File: src/rtl/sprite_bounded_motion_assert.svh
// assertion macros for the sprite motion block
// used by the top level only; expands to nothing when SYNTHESIS is defined
`ifndef SPRITE_BOUNDED_MOTION_ASSERT_SVH
`define SPRITE_BOUNDED_MOTION_ASSERT_SVH
`ifndef SYNTHESIS
`define SBM_ASSERT_NOW(label, ante, cons) \
  label: assert property (@(posedge clk) disable iff (!rst_n) (ante) |-> (cons)) \
    else $error("sbm assertion failed");
`define SBM_ASSERT_NEXT(label, ante, cons) \
  label: assert property (@(posedge clk) disable iff (!rst_n) (ante) |=> (cons)) \
    else $error("sbm assertion failed");
`else
`define SBM_ASSERT_NOW(label, ante, cons)
`define SBM_ASSERT_NEXT(label, ante, cons)
`endif
`endif

File: src/rtl/sbm_pkg.sv
// shared types and constants for the sprite motion block
// no dependencies; imported by every module of the block
`default_nettype none
package sbm_pkg;

  localparam int FIELD_BITS = 16;
  localparam int FRAME_BITS = 8;
  localparam int PROD_BITS  = 32;
  localparam int REM_BITS   = 16;
  localparam int CFG_IDX_BITS = 3;

  localparam logic [CFG_IDX_BITS-1:0] REG_LEFT   = 3'd0;
  localparam logic [CFG_IDX_BITS-1:0] REG_TOP    = 3'd1;
  localparam logic [CFG_IDX_BITS-1:0] REG_RIGHT  = 3'd2;
  localparam logic [CFG_IDX_BITS-1:0] REG_BOTTOM = 3'd3;
  localparam logic [CFG_IDX_BITS-1:0] REG_MODE   = 3'd4;

  localparam logic signed [FIELD_BITS-1:0] BOUND_HI_RESET = 16'sd50;
  localparam logic signed [FIELD_BITS-1:0] VEL_MAX = 16'sh7FFF;
  localparam logic signed [FIELD_BITS-1:0] VEL_MIN = 16'sh8000;

  typedef enum logic [1:0] {
    EDGE_IGNORE,
    EDGE_STOP,
    EDGE_WRAP,
    EDGE_BOUNCE
  } edge_mode_t;

  typedef enum logic [1:0] {
    OP_SET_VEL,
    OP_MOVE,
    OP_FWD_BOUNDED,
    OP_FWD_FREE
  } op_t;

  typedef enum logic [2:0] {
    ST_IDLE,
    ST_MUL,
    ST_SUM,
    ST_PREP,
    ST_DIV,
    ST_APPLY,
    ST_COMMIT
  } state_t;

  typedef struct packed {
    logic load;
    logic mul;
    logic sum;
    logic prep;
    logic div_step;
    logic apply;
    logic commit;
  } sbm_cmd_t;

  typedef struct packed {
    logic need_div;
  } sbm_sts_t;

endpackage
`default_nettype wire

File: src/rtl/sbm_rem.sv
// remainder unit: restoring division, two dividend bits per step
// uses sbm_pkg; stepped by the datapath under controller command
`default_nettype none
module sbm_rem #(
  parameter int DIV_W = 34
) (
  input  wire logic                         clk,
  input  wire logic                         load,
  input  wire logic                         step,
  input  wire logic [DIV_W-1:0]             dividend,
  input  wire logic [sbm_pkg::REM_BITS-1:0] divisor,
  output logic      [sbm_pkg::REM_BITS-1:0] rem
);
  import sbm_pkg::*;

  logic [DIV_W-1:0]    quo_r;
  logic [REM_BITS-1:0] rem_r;
  logic [REM_BITS-1:0] dvs_r;
  logic [REM_BITS:0]   r1;
  logic [REM_BITS:0]   r2;
  logic [REM_BITS-1:0] rem_nxt;

  always_comb begin
    r1 = {rem_r, quo_r[DIV_W-1]};
    if (r1 >= {1'b0, dvs_r}) begin
      r1 = r1 - {1'b0, dvs_r};
    end
    r2 = {r1[REM_BITS-1:0], quo_r[DIV_W-2]};
    if (r2 >= {1'b0, dvs_r}) begin
      r2 = r2 - {1'b0, dvs_r};
    end
    rem_nxt = r2[REM_BITS-1:0];
  end

  always_ff @(posedge clk) begin
    if (load) begin
      quo_r <= dividend;
      rem_r <= '0;
      dvs_r <= divisor;
    end else if (step) begin
      quo_r <= {quo_r[DIV_W-3:0], 2'b00};
      rem_r <= rem_nxt;
    end
  end

  assign rem = rem_r;

endmodule
`default_nettype wire

File: src/rtl/sbm_ctrl.sv
// controller: sequences one item through multiply, edge check, remainder and commit
// uses sbm_pkg; drives commands to sbm_datapath and owns the result valid
`default_nettype none
module sbm_ctrl #(
  parameter int COORD_BITS = 16
) (
  input  wire logic              clk,
  input  wire logic              rst_n,
  input  wire logic              in_tvalid,
  output logic                   in_tready,
  output logic                   out_tvalid,
  input  wire logic              out_tready,
  input  wire sbm_pkg::sbm_sts_t sts,
  output sbm_pkg::sbm_cmd_t      cmd
);
  import sbm_pkg::*;

  localparam int SUM_W     = ((COORD_BITS > PROD_BITS) ? COORD_BITS : PROD_BITS) + 2;
  localparam int DIV_STEPS = (SUM_W + 1) / 2;
  localparam int CNT_W     = $clog2(DIV_STEPS);
  localparam logic [CNT_W-1:0] CNT_LAST = CNT_W'(DIV_STEPS - 1);

  state_t           state_r, state_nxt;
  logic [CNT_W-1:0] cnt_r, cnt_nxt;
  logic             out_valid_r, out_valid_nxt;
  logic             out_free;

  assign out_free = !out_valid_r || out_tready;

  always_ff @(posedge clk) begin
    if (!rst_n) begin
      state_r     <= ST_IDLE;
      cnt_r       <= '0;
      out_valid_r <= 1'b0;
    end else begin
      state_r     <= state_nxt;
      cnt_r       <= cnt_nxt;
      out_valid_r <= out_valid_nxt;
    end
  end

  always_comb begin
    state_nxt     = state_r;
    cnt_nxt       = cnt_r;
    out_valid_nxt = out_valid_r;
    if (out_tready) begin
      out_valid_nxt = 1'b0;
    end
    case (state_r)
      ST_IDLE: begin
        if (in_tvalid) begin
          state_nxt = ST_MUL;
        end
      end
      ST_MUL:  state_nxt = ST_SUM;
      ST_SUM:  state_nxt = ST_PREP;
      ST_PREP: begin
        state_nxt = ST_DIV;
        cnt_nxt   = '0;
      end
      ST_DIV: begin
        if (!sts.need_div || cnt_r == CNT_LAST) begin
          state_nxt = ST_APPLY;
        end else begin
          cnt_nxt = cnt_r + 1'b1;
        end
      end
      ST_APPLY: state_nxt = ST_COMMIT;
      ST_COMMIT: begin
        if (out_free) begin
          state_nxt     = ST_IDLE;
          out_valid_nxt = 1'b1;
        end
      end
      default: state_nxt = ST_IDLE;
    endcase
  end

  always_comb begin
    cmd          = '0;
    in_tready    = 1'b0;
    case (state_r)
      ST_IDLE: begin
        in_tready = 1'b1;
        cmd.load  = in_tvalid;
      end
      ST_MUL:    cmd.mul      = 1'b1;
      ST_SUM:    cmd.sum      = 1'b1;
      ST_PREP:   cmd.prep     = 1'b1;
      ST_DIV:    cmd.div_step = sts.need_div;
      ST_APPLY:  cmd.apply    = 1'b1;
      ST_COMMIT: cmd.commit   = out_free;
      default:   cmd          = '0;
    endcase
  end

  assign out_tvalid = out_valid_r;

endmodule
`default_nettype wire

File: src/rtl/sbm_datapath.sv
// datapath: sprite state, bound registers, multipliers, edge rule and result register
// uses sbm_pkg and sbm_rem; steered by sbm_ctrl commands
`default_nettype none
module sbm_datapath #(
  parameter int COORD_BITS = 16
) (
  input  wire logic                                clk,
  input  wire logic                                rst_n,
  input  wire sbm_pkg::sbm_cmd_t                   cmd,
  output sbm_pkg::sbm_sts_t                        sts,
  input  wire logic [1:0]                          in_operation,
  input  wire logic signed [sbm_pkg::FIELD_BITS-1:0] in_target_x,
  input  wire logic signed [sbm_pkg::FIELD_BITS-1:0] in_target_y,
  input  wire logic signed [sbm_pkg::FIELD_BITS-1:0] in_step_multiplier,
  input  wire logic [sbm_pkg::FRAME_BITS-1:0]      in_new_frame,
  input  wire logic                                cfg_we,
  input  wire logic [sbm_pkg::CFG_IDX_BITS-1:0]    cfg_index,
  input  wire logic [sbm_pkg::FIELD_BITS-1:0]      cfg_data,
  output logic signed [sbm_pkg::FIELD_BITS-1:0]    out_pos_x,
  output logic signed [sbm_pkg::FIELD_BITS-1:0]    out_pos_y,
  output logic signed [sbm_pkg::FIELD_BITS-1:0]    out_vel_x,
  output logic signed [sbm_pkg::FIELD_BITS-1:0]    out_vel_y,
  output logic [sbm_pkg::FRAME_BITS-1:0]           out_cur_frame,
  output logic                                     out_outside_area,
  output logic                                     out_position_changed
);
  import sbm_pkg::*;

  localparam int SUM_W     = ((COORD_BITS > PROD_BITS) ? COORD_BITS : PROD_BITS) + 2;
  localparam int DIV_STEPS = (SUM_W + 1) / 2;
  localparam int DIV_W     = 2 * DIV_STEPS;
  localparam logic signed [SUM_W-1:0] CMAX = (SUM_W'(1) <<< (COORD_BITS - 1)) - SUM_W'(1);
  localparam logic signed [SUM_W-1:0] CMIN = ~CMAX;

  // axis 0 is x, axis 1 is y
  logic signed [FIELD_BITS-1:0] lo_r [2];
  logic signed [FIELD_BITS-1:0] hi_r [2];
  edge_mode_t                   mode_r;

  logic signed [COORD_BITS-1:0] cur_r [2];
  logic signed [FIELD_BITS-1:0] vel_r [2];
  logic [FRAME_BITS-1:0]        frame_r;

  op_t                          op_r;
  logic signed [FIELD_BITS-1:0] tgt_r [2];
  logic signed [FIELD_BITS-1:0] mul_r;
  logic [FRAME_BITS-1:0]        nf_r;

  logic signed [PROD_BITS-1:0]  prod_r [2];
  logic signed [SUM_W-1:0]      sum_r [2];
  logic                         below_r [2];
  logic                         above_r [2];
  logic                         zero_r [2];
  logic signed [COORD_BITS-1:0] npos_r [2];
  logic signed [FIELD_BITS-1:0] nvel_r [2];

  logic signed [SUM_W-1:0]      cur_ext [2];
  logic signed [SUM_W-1:0]      prod_ext [2];
  logic signed [SUM_W-1:0]      tgt_ext [2];
  logic signed [SUM_W-1:0]      lo_ext [2];
  logic signed [SUM_W-1:0]      hi_ext [2];
  logic signed [SUM_W-1:0]      sum_nxt [2];
  logic                         below_c [2];
  logic                         above_c [2];
  logic [SUM_W-1:0]             ovr_c [2];
  logic [DIV_W-1:0]             dividend_c [2];
  logic signed [FIELD_BITS:0]   span_c [2];
  logic [FIELD_BITS:0]          span_abs_c [2];
  logic [REM_BITS-1:0]          divisor_c [2];
  logic [REM_BITS-1:0]          rem_c [2];
  logic signed [SUM_W-1:0]      rv_ext [2];
  logic signed [SUM_W-1:0]      edge_c [2];
  logic signed [SUM_W-1:0]      sat_c [2];
  logic                         bounce_c [2];
  logic signed [COORD_BITS-1:0] npos_c [2];
  logic signed [FIELD_BITS-1:0] nvel_c [2];
  logic signed [SUM_W-1:0]      npos_ext [2];
  logic                         outside_c;
  logic                         changed_c;
  logic [FRAME_BITS-1:0]        frame_nxt;
  logic                         bounded_op;
  logic                         folding_mode;

  assign bounded_op   = (op_r == OP_MOVE) || (op_r == OP_FWD_BOUNDED);
  assign folding_mode = (mode_r == EDGE_WRAP) || (mode_r == EDGE_BOUNCE);

  always_comb begin
    for (int i = 0; i < 2; i++) begin
      cur_ext[i]  = {{(SUM_W-COORD_BITS){cur_r[i][COORD_BITS-1]}}, cur_r[i]};
      prod_ext[i] = {{(SUM_W-PROD_BITS){prod_r[i][PROD_BITS-1]}}, prod_r[i]};
      tgt_ext[i]  = {{(SUM_W-FIELD_BITS){tgt_r[i][FIELD_BITS-1]}}, tgt_r[i]};
      lo_ext[i]   = {{(SUM_W-FIELD_BITS){lo_r[i][FIELD_BITS-1]}}, lo_r[i]};
      hi_ext[i]   = {{(SUM_W-FIELD_BITS){hi_r[i][FIELD_BITS-1]}}, hi_r[i]};
      sum_nxt[i]  = (op_r == OP_MOVE) ? tgt_ext[i] : cur_ext[i] + prod_ext[i];

      below_c[i]  = sum_r[i] < lo_ext[i];
      above_c[i]  = !below_c[i] && (sum_r[i] > hi_ext[i]);
      ovr_c[i]    = below_c[i] ? lo_ext[i] - sum_r[i] : sum_r[i] - hi_ext[i];
      dividend_c[i] = DIV_W'(ovr_c[i]);
      span_c[i]   = {hi_r[i][FIELD_BITS-1], hi_r[i]} - {lo_r[i][FIELD_BITS-1], lo_r[i]};
      span_abs_c[i] = span_c[i][FIELD_BITS] ? -span_c[i] : span_c[i];
      divisor_c[i]  = span_abs_c[i][REM_BITS-1:0];

      rv_ext[i] = zero_r[i] ? '0 : {{(SUM_W-REM_BITS){1'b0}}, rem_c[i]};
      edge_c[i] = sum_r[i];
      if (bounded_op && below_r[i]) begin
        case (mode_r)
          EDGE_STOP:   edge_c[i] = lo_ext[i];
          EDGE_WRAP:   edge_c[i] = hi_ext[i] - rv_ext[i];
          EDGE_BOUNCE: edge_c[i] = lo_ext[i] + rv_ext[i];
          default:     edge_c[i] = sum_r[i];
        endcase
      end else if (bounded_op && above_r[i]) begin
        case (mode_r)
          EDGE_STOP:   edge_c[i] = hi_ext[i];
          EDGE_WRAP:   edge_c[i] = lo_ext[i] + rv_ext[i];
          EDGE_BOUNCE: edge_c[i] = hi_ext[i] - rv_ext[i];
          default:     edge_c[i] = sum_r[i];
        endcase
      end
      if (edge_c[i] > CMAX) begin
        sat_c[i] = CMAX;
      end else if (edge_c[i] < CMIN) begin
        sat_c[i] = CMIN;
      end else begin
        sat_c[i] = edge_c[i];
      end
      bounce_c[i] = bounded_op && (below_r[i] || above_r[i]) && (mode_r == EDGE_BOUNCE);

      if (op_r == OP_SET_VEL) begin
        npos_c[i] = cur_r[i];
        nvel_c[i] = tgt_r[i];
      end else begin
        npos_c[i] = sat_c[i][COORD_BITS-1:0];
        if (bounce_c[i]) begin
          nvel_c[i] = (vel_r[i] == VEL_MIN) ? VEL_MAX : -vel_r[i];
        end else begin
          nvel_c[i] = vel_r[i];
        end
      end
      npos_ext[i] = {{(SUM_W-COORD_BITS){npos_r[i][COORD_BITS-1]}}, npos_r[i]};
    end
  end

  always_comb begin
    frame_nxt = bounded_op ? nf_r : frame_r;
    outside_c = (npos_ext[0] < lo_ext[0]) || (npos_ext[0] > hi_ext[0]) ||
                (npos_ext[1] < lo_ext[1]) || (npos_ext[1] > hi_ext[1]);
    changed_c = (npos_r[0] != cur_r[0]) || (npos_r[1] != cur_r[1]) ||
                (frame_nxt != frame_r);
    sts.need_div = bounded_op && folding_mode &&
                   (((below_r[0] || above_r[0]) && !zero_r[0]) ||
                    ((below_r[1] || above_r[1]) && !zero_r[1]));
  end

  for (genvar g = 0; g < 2; g++) begin : g_rem
    sbm_rem #(
      .DIV_W(DIV_W)
    ) u_rem (
      .clk      (clk),
      .load     (cmd.prep),
      .step     (cmd.div_step),
      .dividend (dividend_c[g]),
      .divisor  (divisor_c[g]),
      .rem      (rem_c[g])
    );
  end

  // bound registers and sprite state
  always_ff @(posedge clk) begin
    if (!rst_n) begin
      lo_r[0]  <= '0;
      lo_r[1]  <= '0;
      hi_r[0]  <= BOUND_HI_RESET;
      hi_r[1]  <= BOUND_HI_RESET;
      mode_r   <= EDGE_IGNORE;
      cur_r[0] <= '0;
      cur_r[1] <= '0;
      vel_r[0] <= '0;
      vel_r[1] <= '0;
      frame_r  <= '0;
    end else begin
      if (cfg_we) begin
        case (cfg_index)
          REG_LEFT:   lo_r[0] <= cfg_data;
          REG_TOP:    lo_r[1] <= cfg_data;
          REG_RIGHT:  hi_r[0] <= cfg_data;
          REG_BOTTOM: hi_r[1] <= cfg_data;
          REG_MODE:   mode_r  <= edge_mode_t'(cfg_data[1:0]);
          default: ;
        endcase
      end
      if (cmd.commit) begin
        cur_r[0] <= npos_r[0];
        cur_r[1] <= npos_r[1];
        vel_r[0] <= nvel_r[0];
        vel_r[1] <= nvel_r[1];
        frame_r  <= frame_nxt;
      end
    end
  end

  // item payload and working registers
  always_ff @(posedge clk) begin
    if (cmd.load) begin
      op_r     <= op_t'(in_operation);
      tgt_r[0] <= in_target_x;
      tgt_r[1] <= in_target_y;
      mul_r    <= in_step_multiplier;
      nf_r     <= in_new_frame;
    end
    for (int i = 0; i < 2; i++) begin
      if (cmd.mul) begin
        prod_r[i] <= mul_r * vel_r[i];
      end
      if (cmd.sum) begin
        sum_r[i] <= sum_nxt[i];
      end
      if (cmd.prep) begin
        below_r[i] <= below_c[i];
        above_r[i] <= above_c[i];
        zero_r[i]  <= (span_c[i] == '0);
      end
      if (cmd.apply) begin
        npos_r[i] <= npos_c[i];
        nvel_r[i] <= nvel_c[i];
      end
    end
    if (cmd.commit) begin
      out_pos_x            <= npos_ext[0][FIELD_BITS-1:0];
      out_pos_y            <= npos_ext[1][FIELD_BITS-1:0];
      out_vel_x            <= nvel_r[0];
      out_vel_y            <= nvel_r[1];
      out_cur_frame        <= frame_nxt;
      out_outside_area     <= outside_c;
      out_position_changed <= changed_c;
    end
  end

endmodule
`default_nettype wire

File: src/rtl/sprite_bounded_motion.sv
// top level of the sprite motion block: ports, field packing and assertions
// uses sbm_pkg, sbm_ctrl, sbm_datapath and sprite_bounded_motion_assert.svh
//
// channel   dir  handshake            payload
// in        in   in_tvalid/in_tready  tuser: operation; tdata: target_x .. new_frame
// out       out  out_tvalid/out_tready tdata: pos_x .. position_changed
// cfg       in   cfg_we               cfg_index, cfg_data
//
// an item whose wrap or bounce folds an overshoot also passes through the
// radix-4 remainder units, two dividend bits per cycle over 34 bits
// the next item can be accepted in the cycle after the result is registered
// a waiting result stalls only the commit of the following item
// reset is synchronous, active low, and resets state and bound registers
`default_nettype none
module sprite_bounded_motion #(
  parameter int COORD_BITS = 16
) (
  input  wire logic        clk,
  input  wire logic        rst_n,
  input  wire logic        in_tvalid,
  output logic             in_tready,
  input  wire logic [1:0]  in_tuser,   // operation
  input  wire logic [55:0] in_tdata,   // target_x, target_y, step_multiplier, new_frame
  output logic             out_tvalid,
  input  wire logic        out_tready,
  // pos_x, pos_y, vel_x, vel_y, cur_frame, outside_area, position_changed, zero pad
  output logic [79:0]      out_tdata,
  input  wire logic        cfg_we,
  input  wire logic [2:0]  cfg_index,
  input  wire logic [15:0] cfg_data
);
  import sbm_pkg::*;
  `include "sprite_bounded_motion_assert.svh"

  sbm_cmd_t cmd;
  sbm_sts_t sts;

  logic signed [FIELD_BITS-1:0] pos_x;
  logic signed [FIELD_BITS-1:0] pos_y;
  logic signed [FIELD_BITS-1:0] vel_x;
  logic signed [FIELD_BITS-1:0] vel_y;
  logic [FRAME_BITS-1:0]        cur_frame;
  logic                         outside_area;
  logic                         position_changed;

  sbm_ctrl #(
    .COORD_BITS(COORD_BITS)
  ) u_ctrl (
    .clk        (clk),
    .rst_n      (rst_n),
    .in_tvalid  (in_tvalid),
    .in_tready  (in_tready),
    .out_tvalid (out_tvalid),
    .out_tready (out_tready),
    .sts        (sts),
    .cmd        (cmd)
  );

  sbm_datapath #(
    .COORD_BITS(COORD_BITS)
  ) u_dp (
    .clk                  (clk),
    .rst_n                (rst_n),
    .cmd                  (cmd),
    .sts                  (sts),
    .in_operation         (in_tuser),
    .in_target_x          (in_tdata[15:0]),
    .in_target_y          (in_tdata[31:16]),
    .in_step_multiplier   (in_tdata[47:32]),
    .in_new_frame         (in_tdata[55:48]),
    .cfg_we               (cfg_we),
    .cfg_index            (cfg_index),
    .cfg_data             (cfg_data),
    .out_pos_x            (pos_x),
    .out_pos_y            (pos_y),
    .out_vel_x            (vel_x),
    .out_vel_y            (vel_y),
    .out_cur_frame        (cur_frame),
    .out_outside_area     (outside_area),
    .out_position_changed (position_changed)
  );

  assign out_tdata = {6'b0, position_changed, outside_area, cur_frame,
                      vel_y, vel_x, pos_y, pos_x};

  `SBM_ASSERT_NEXT(a_busy_after_accept, in_tvalid && in_tready, !in_tready)
  `SBM_ASSERT_NEXT(a_commit_shows_result, cmd.commit, out_tvalid)
  `SBM_ASSERT_NEXT(a_taken_result_clears, out_tvalid && out_tready && !cmd.commit, !out_tvalid)
  `SBM_ASSERT_NOW(a_no_commit_over_result, cmd.commit, !out_tvalid || out_tready)

endmodule
`default_nettype wire
File: config.mk
export PLATFORM = sky130hd
export DESIGN_NAME = sprite_bounded_motion
export DESIGN_NICKNAME = d
export VERILOG_FILES = /design/src/rtl/sbm_pkg.sv /design/src/rtl/sbm_rem.sv /design/src/rtl/sbm_ctrl.sv /design/src/rtl/sbm_datapath.sv /design/src/rtl/sprite_bounded_motion.sv
export VERILOG_INCLUDE_DIRS = /design/src /design/src/rtl
export SDC_FILE = /design/constraint.sdc
export NUM_CORES = 2
export LEC_CHECK = 0
export ABC_AREA = 1
export BUFFER_PORTS_ARGS = -buffer_cell sky130_fd_sc_hd__buf_2
export CAP_MARGIN = 30
export CORE_ASPECT_RATIO = 0.6
export CORE_MARGIN = 2
export CORE_UTILIZATION = 45
export CTS_CLUSTER_SIZE = 16
export DETAILED_ROUTE_END_ITERATION = 16
export PLACE_DENSITY = 0.63
export SYNTH_ARGS = -nofsm -noshare
export SYNTH_HDL_FRONTEND = slang
export SYNTH_HIERARCHICAL = 1
export SYNTH_SLANG_ARGS = --single-unit
File: constraint.sdc
create_clock -name clk -period 8.7 [get_ports clk]
set_input_delay 1.74 -clock clk [delete_from_list [all_inputs] [get_ports clk]]
set_output_delay 1.74 -clock clk [all_outputs]
set_load 0.005 [all_outputs]
==> impl_results.md <==
* Layout net count at 10200
* Worst skew pair latency at 700 ps
* P_leak at 37.4 nW
* Yosys top cell by area: edfxtp_1
* Placed cells at 11000
* Post-synth top cells: 2324 x nand2_1, 1630 x inv_1, 597 x ha_1
* Max H-tree Level at 3
* Syn Inst Count at roughly 8900
* Mean Syn Cell Area at 7.74 µm²
* Min Tclk post-route at between 7000 and 8000 ps
* Via density at ~5.5
* Max_cap viols at 0
* Required @ worst endpoint at approximately 9100 ps
* CORE AREA at roughly 150000 µm²
* Worst slew margin at roughly 30%
* # resized after CTS at 0
* RSZ-0062 raised after global routing: no
* Via count at 60900
* Post-CTS Setup Inserts at 0
* Starting density of the core at 45.3%
* CP Capture Type: register
* Worst Path Max Fanout at 17
* Largest net degree at the start of global routing at 72
* Initial DRC Count at just under 7000
* Commonest register cell after synthesis: edfxtp_1
* CTS Hold Buffers Added at 0
* Share of the synthesized area in the top cell type at 24.3%
* Max Clk Rate at 139 MHz
* Mapped cell area at 69200 µm²
* CP startpoint kind: register
* CTS tree: done
* CP max stage cell: fa_1
* WL final at about 240000 µm
* Leading cell type by number of instances after synthesis: nand2_1
* WS Path Type: register to register
* Unique masters post-synth at slightly above 70
* DRT antenna net count at 0
* Leading post-synthesis cells by cell area: edfxtp_1 24%, fa_1 16%, nand2_1 13%
* PwrDens at ~260 nW/µm²
* Die area at ~160000 µm²
* Total gr overflow at 0
* Area added between synthesis and finish at 7.57%
* CP dominant cell by count: fa_1
* Post-synthesis register bit count at 611
* First-pass GRT wire length at around 360000 µm
* I/O Pins at between 150 and 200
* Die Width at 510 µm
* Count of pins over their slew limit at 0
* Critical Path Max Stage Delay at ~960 ps
* GPL Wtd Cong at around 1.0
* Final setup viols at 0
* WHS at 455 ps
* Part of the Yosys area used for sequential elements at 25.8%
* Post-route DRC at 0
* # rows at around 110
* Final Skew at about 34 ps
* Crit-path cells: buf_4 -> nand2_1 -> inv_1 -> fa_1 -> fa_1 -> fa_1 -> fa_1 -> inv_1 -> fa_1 -> inv_1 -> fa_1 -> ha_1 -> nand2_1 -> nor2_1 -> nand4_1 -> a21oi_1 -> a211oi_1 -> o31ai_1 -> xor2_1
* Crit share post-route at just over 80%
* Antenna violations before repair at 8
* Vias in the first global route at ~57000
* Post-DP HPWL at between 150000 and 200000 µm
* Wire per inst at approximately 21 µm
* CTS buffer count at 69
* Crit-path leading delay family: adder cells
* Share of cells above drive strength 1 at ~5.3%
* Worst VDD drop at ~0.39 mV
* TNS Setup at 0 ps
* Clock Pin Slew Worst Setup and Hold Paths at around 70 ps
* Slew @ Worst Pin at approximately 1100 ps
* Final Hold Fails at 0
* EDFF count, synth at 560
* CP arrival at between 7000 and 8000 ps
* Status: finished clean
* Hold/Removal Path Class: register to register
* Gr usage total at between 20 and 30%
* Ys Warns at 6
* CTS root buf: clkbuf_16
* Die Span Y at roughly 310 µm
* Finished Layout Cells at around 11000
* WP buf/inv at 4
* I/O Buffers at between 150 and 200
* Max clock buf depth at 3
* Initial DRT Pass Iterations at 8
* Asr flop ratio synth at 0%
* CTS sink cnt at 611
-- path summary, 6_finish.rpt --
check,cells past startpoint,endpoint,from,slack [ps]
worst max-delay path,19,u_dp/prod_r[0][62]$_DFFE_PP_,u_dp/mul_r[15]$_DFFE_PP_,1530
worst max register to register,19,u_dp/prod_r[0][62]$_DFFE_PP_,u_dp/mul_r[15]$_DFFE_PP_,1530
worst min register to register,0,u_dp/out_vel_x[6]$_DFFE_PP_,u_dp/nvel_r[0][6]$_DFFE_PP_,460
worst min-delay path,0,u_dp/out_vel_x[6]$_DFFE_PP_,u_dp/nvel_r[0][6]$_DFFE_PP_,460
-- cell type report --
class / count / area (µm²)
Tap cell: 2034 / 2540
Timing Repair Buffer: 233 / 1430
Inverter: 1651 / 6200
Clock inverter: 43 / 487
Fill cell: 15000 / 78300
Antenna cell: 2 / 5.00
Clock buffer: 84 / 1860
Multi-Input combinational cell: 6424 / 44100
Sequential cell: 611 / 17800
-- layer usage --
layer | share of wire [%] | track usage, % | vias to the layer above
li1 | - | - | 28700
met1 | 48 | 47.0 | 29100
met2 | 38 | 39.2 | 2821
met3 | 12 | 9.19 | 274
met4 | 2.3 | 6.46 | 2
met5 | 0.0055 | 0 | -
-- flip-flops by register name (all words and copies together), names as in the netlist, 32 cells and up --
signal                  count
u_dp/g_rem.u_rem/rem       32
u_dp/lo_r                  32
u_dp/tgt_r                 32
u_dp/g_rem.u_rem/dvs_r     32
u_dp/vel_r                 32
u_dp/npos_r                32
u_dp/hi_r                  32
u_dp/sum_r                 66
u_dp/cur_r                 32
u_dp/prod_r                64
u_dp/g_rem.u_rem/quo_r     68
u_dp/nvel_r                32
-- power breakdown --
part	total (mW)	leakage, nW	internal (mW)	switching (mW)
Sequential	4.28	5.65	4.02	0.255
Clock	3.12	1.12	1.74	1.39
Combinational	12.0	30.6	4.48	7.49
-- metrics by stage --
step           instance area (µm²)  worst slack [ps]  power [mW]  util [%]
2_1_floorplan                69200               906        13.0         -
3_3_place_gp                 72000              1830        16.1      47.2
3_5_place_dp                 72100              1720        16.1      47.2
4_1_cts                      74400              1690        19.4      48.7
5_1_grt                      74500              1210        21.1      48.7
6_report                     74500              1530        19.4      48.7
-- placed cells by master (no fill, tap or decap), types with 20 or more instances in the layout --
master / count
a21o_1: 29
a21oi_1: 587
a31oi_1: 41
buf_2: 157
buf_4: 71
clkbuf_16: 71
dfxtp_1: 51
edfxtp_1: 560
fa_1: 540
ha_1: 595
inv_1: 1628
nand2_1: 2323
nand2_2: 33
nand3_1: 353
nand3b_1: 20
nand4_1: 61
nor2_1: 539
nor3_1: 72
nor4_1: 22
o2111ai_1: 32
o211ai_1: 25
o21a_1: 32
o21ai_0: 402
o21ai_1: 41
o21bai_1: 24
or2_2: 36
xnor2_1: 193
xor2_1: 212
-- kinds of logic after synthesis --
| kind of cell | count (synthesis) | synth area share (%) |
|---|---|---|
| AO/OA/AOI/OAI | 1348 | 11.0 |
| XOR/XNOR | 405 | 5.12 |
| adder cells (fa/ha/maj) | 1137 | 26.4 |
| buffers and inverters | 1912 | 10.6 |
| flip-flops | 611 | 25.8 |
| multiplexers | 3 | 0.0434 |
| other | 1 | 0.00542 |
| AND/OR/NAND/NOR | 3525 | 21.0 |
Note: power is estimated with default switching activity, not from simulation.
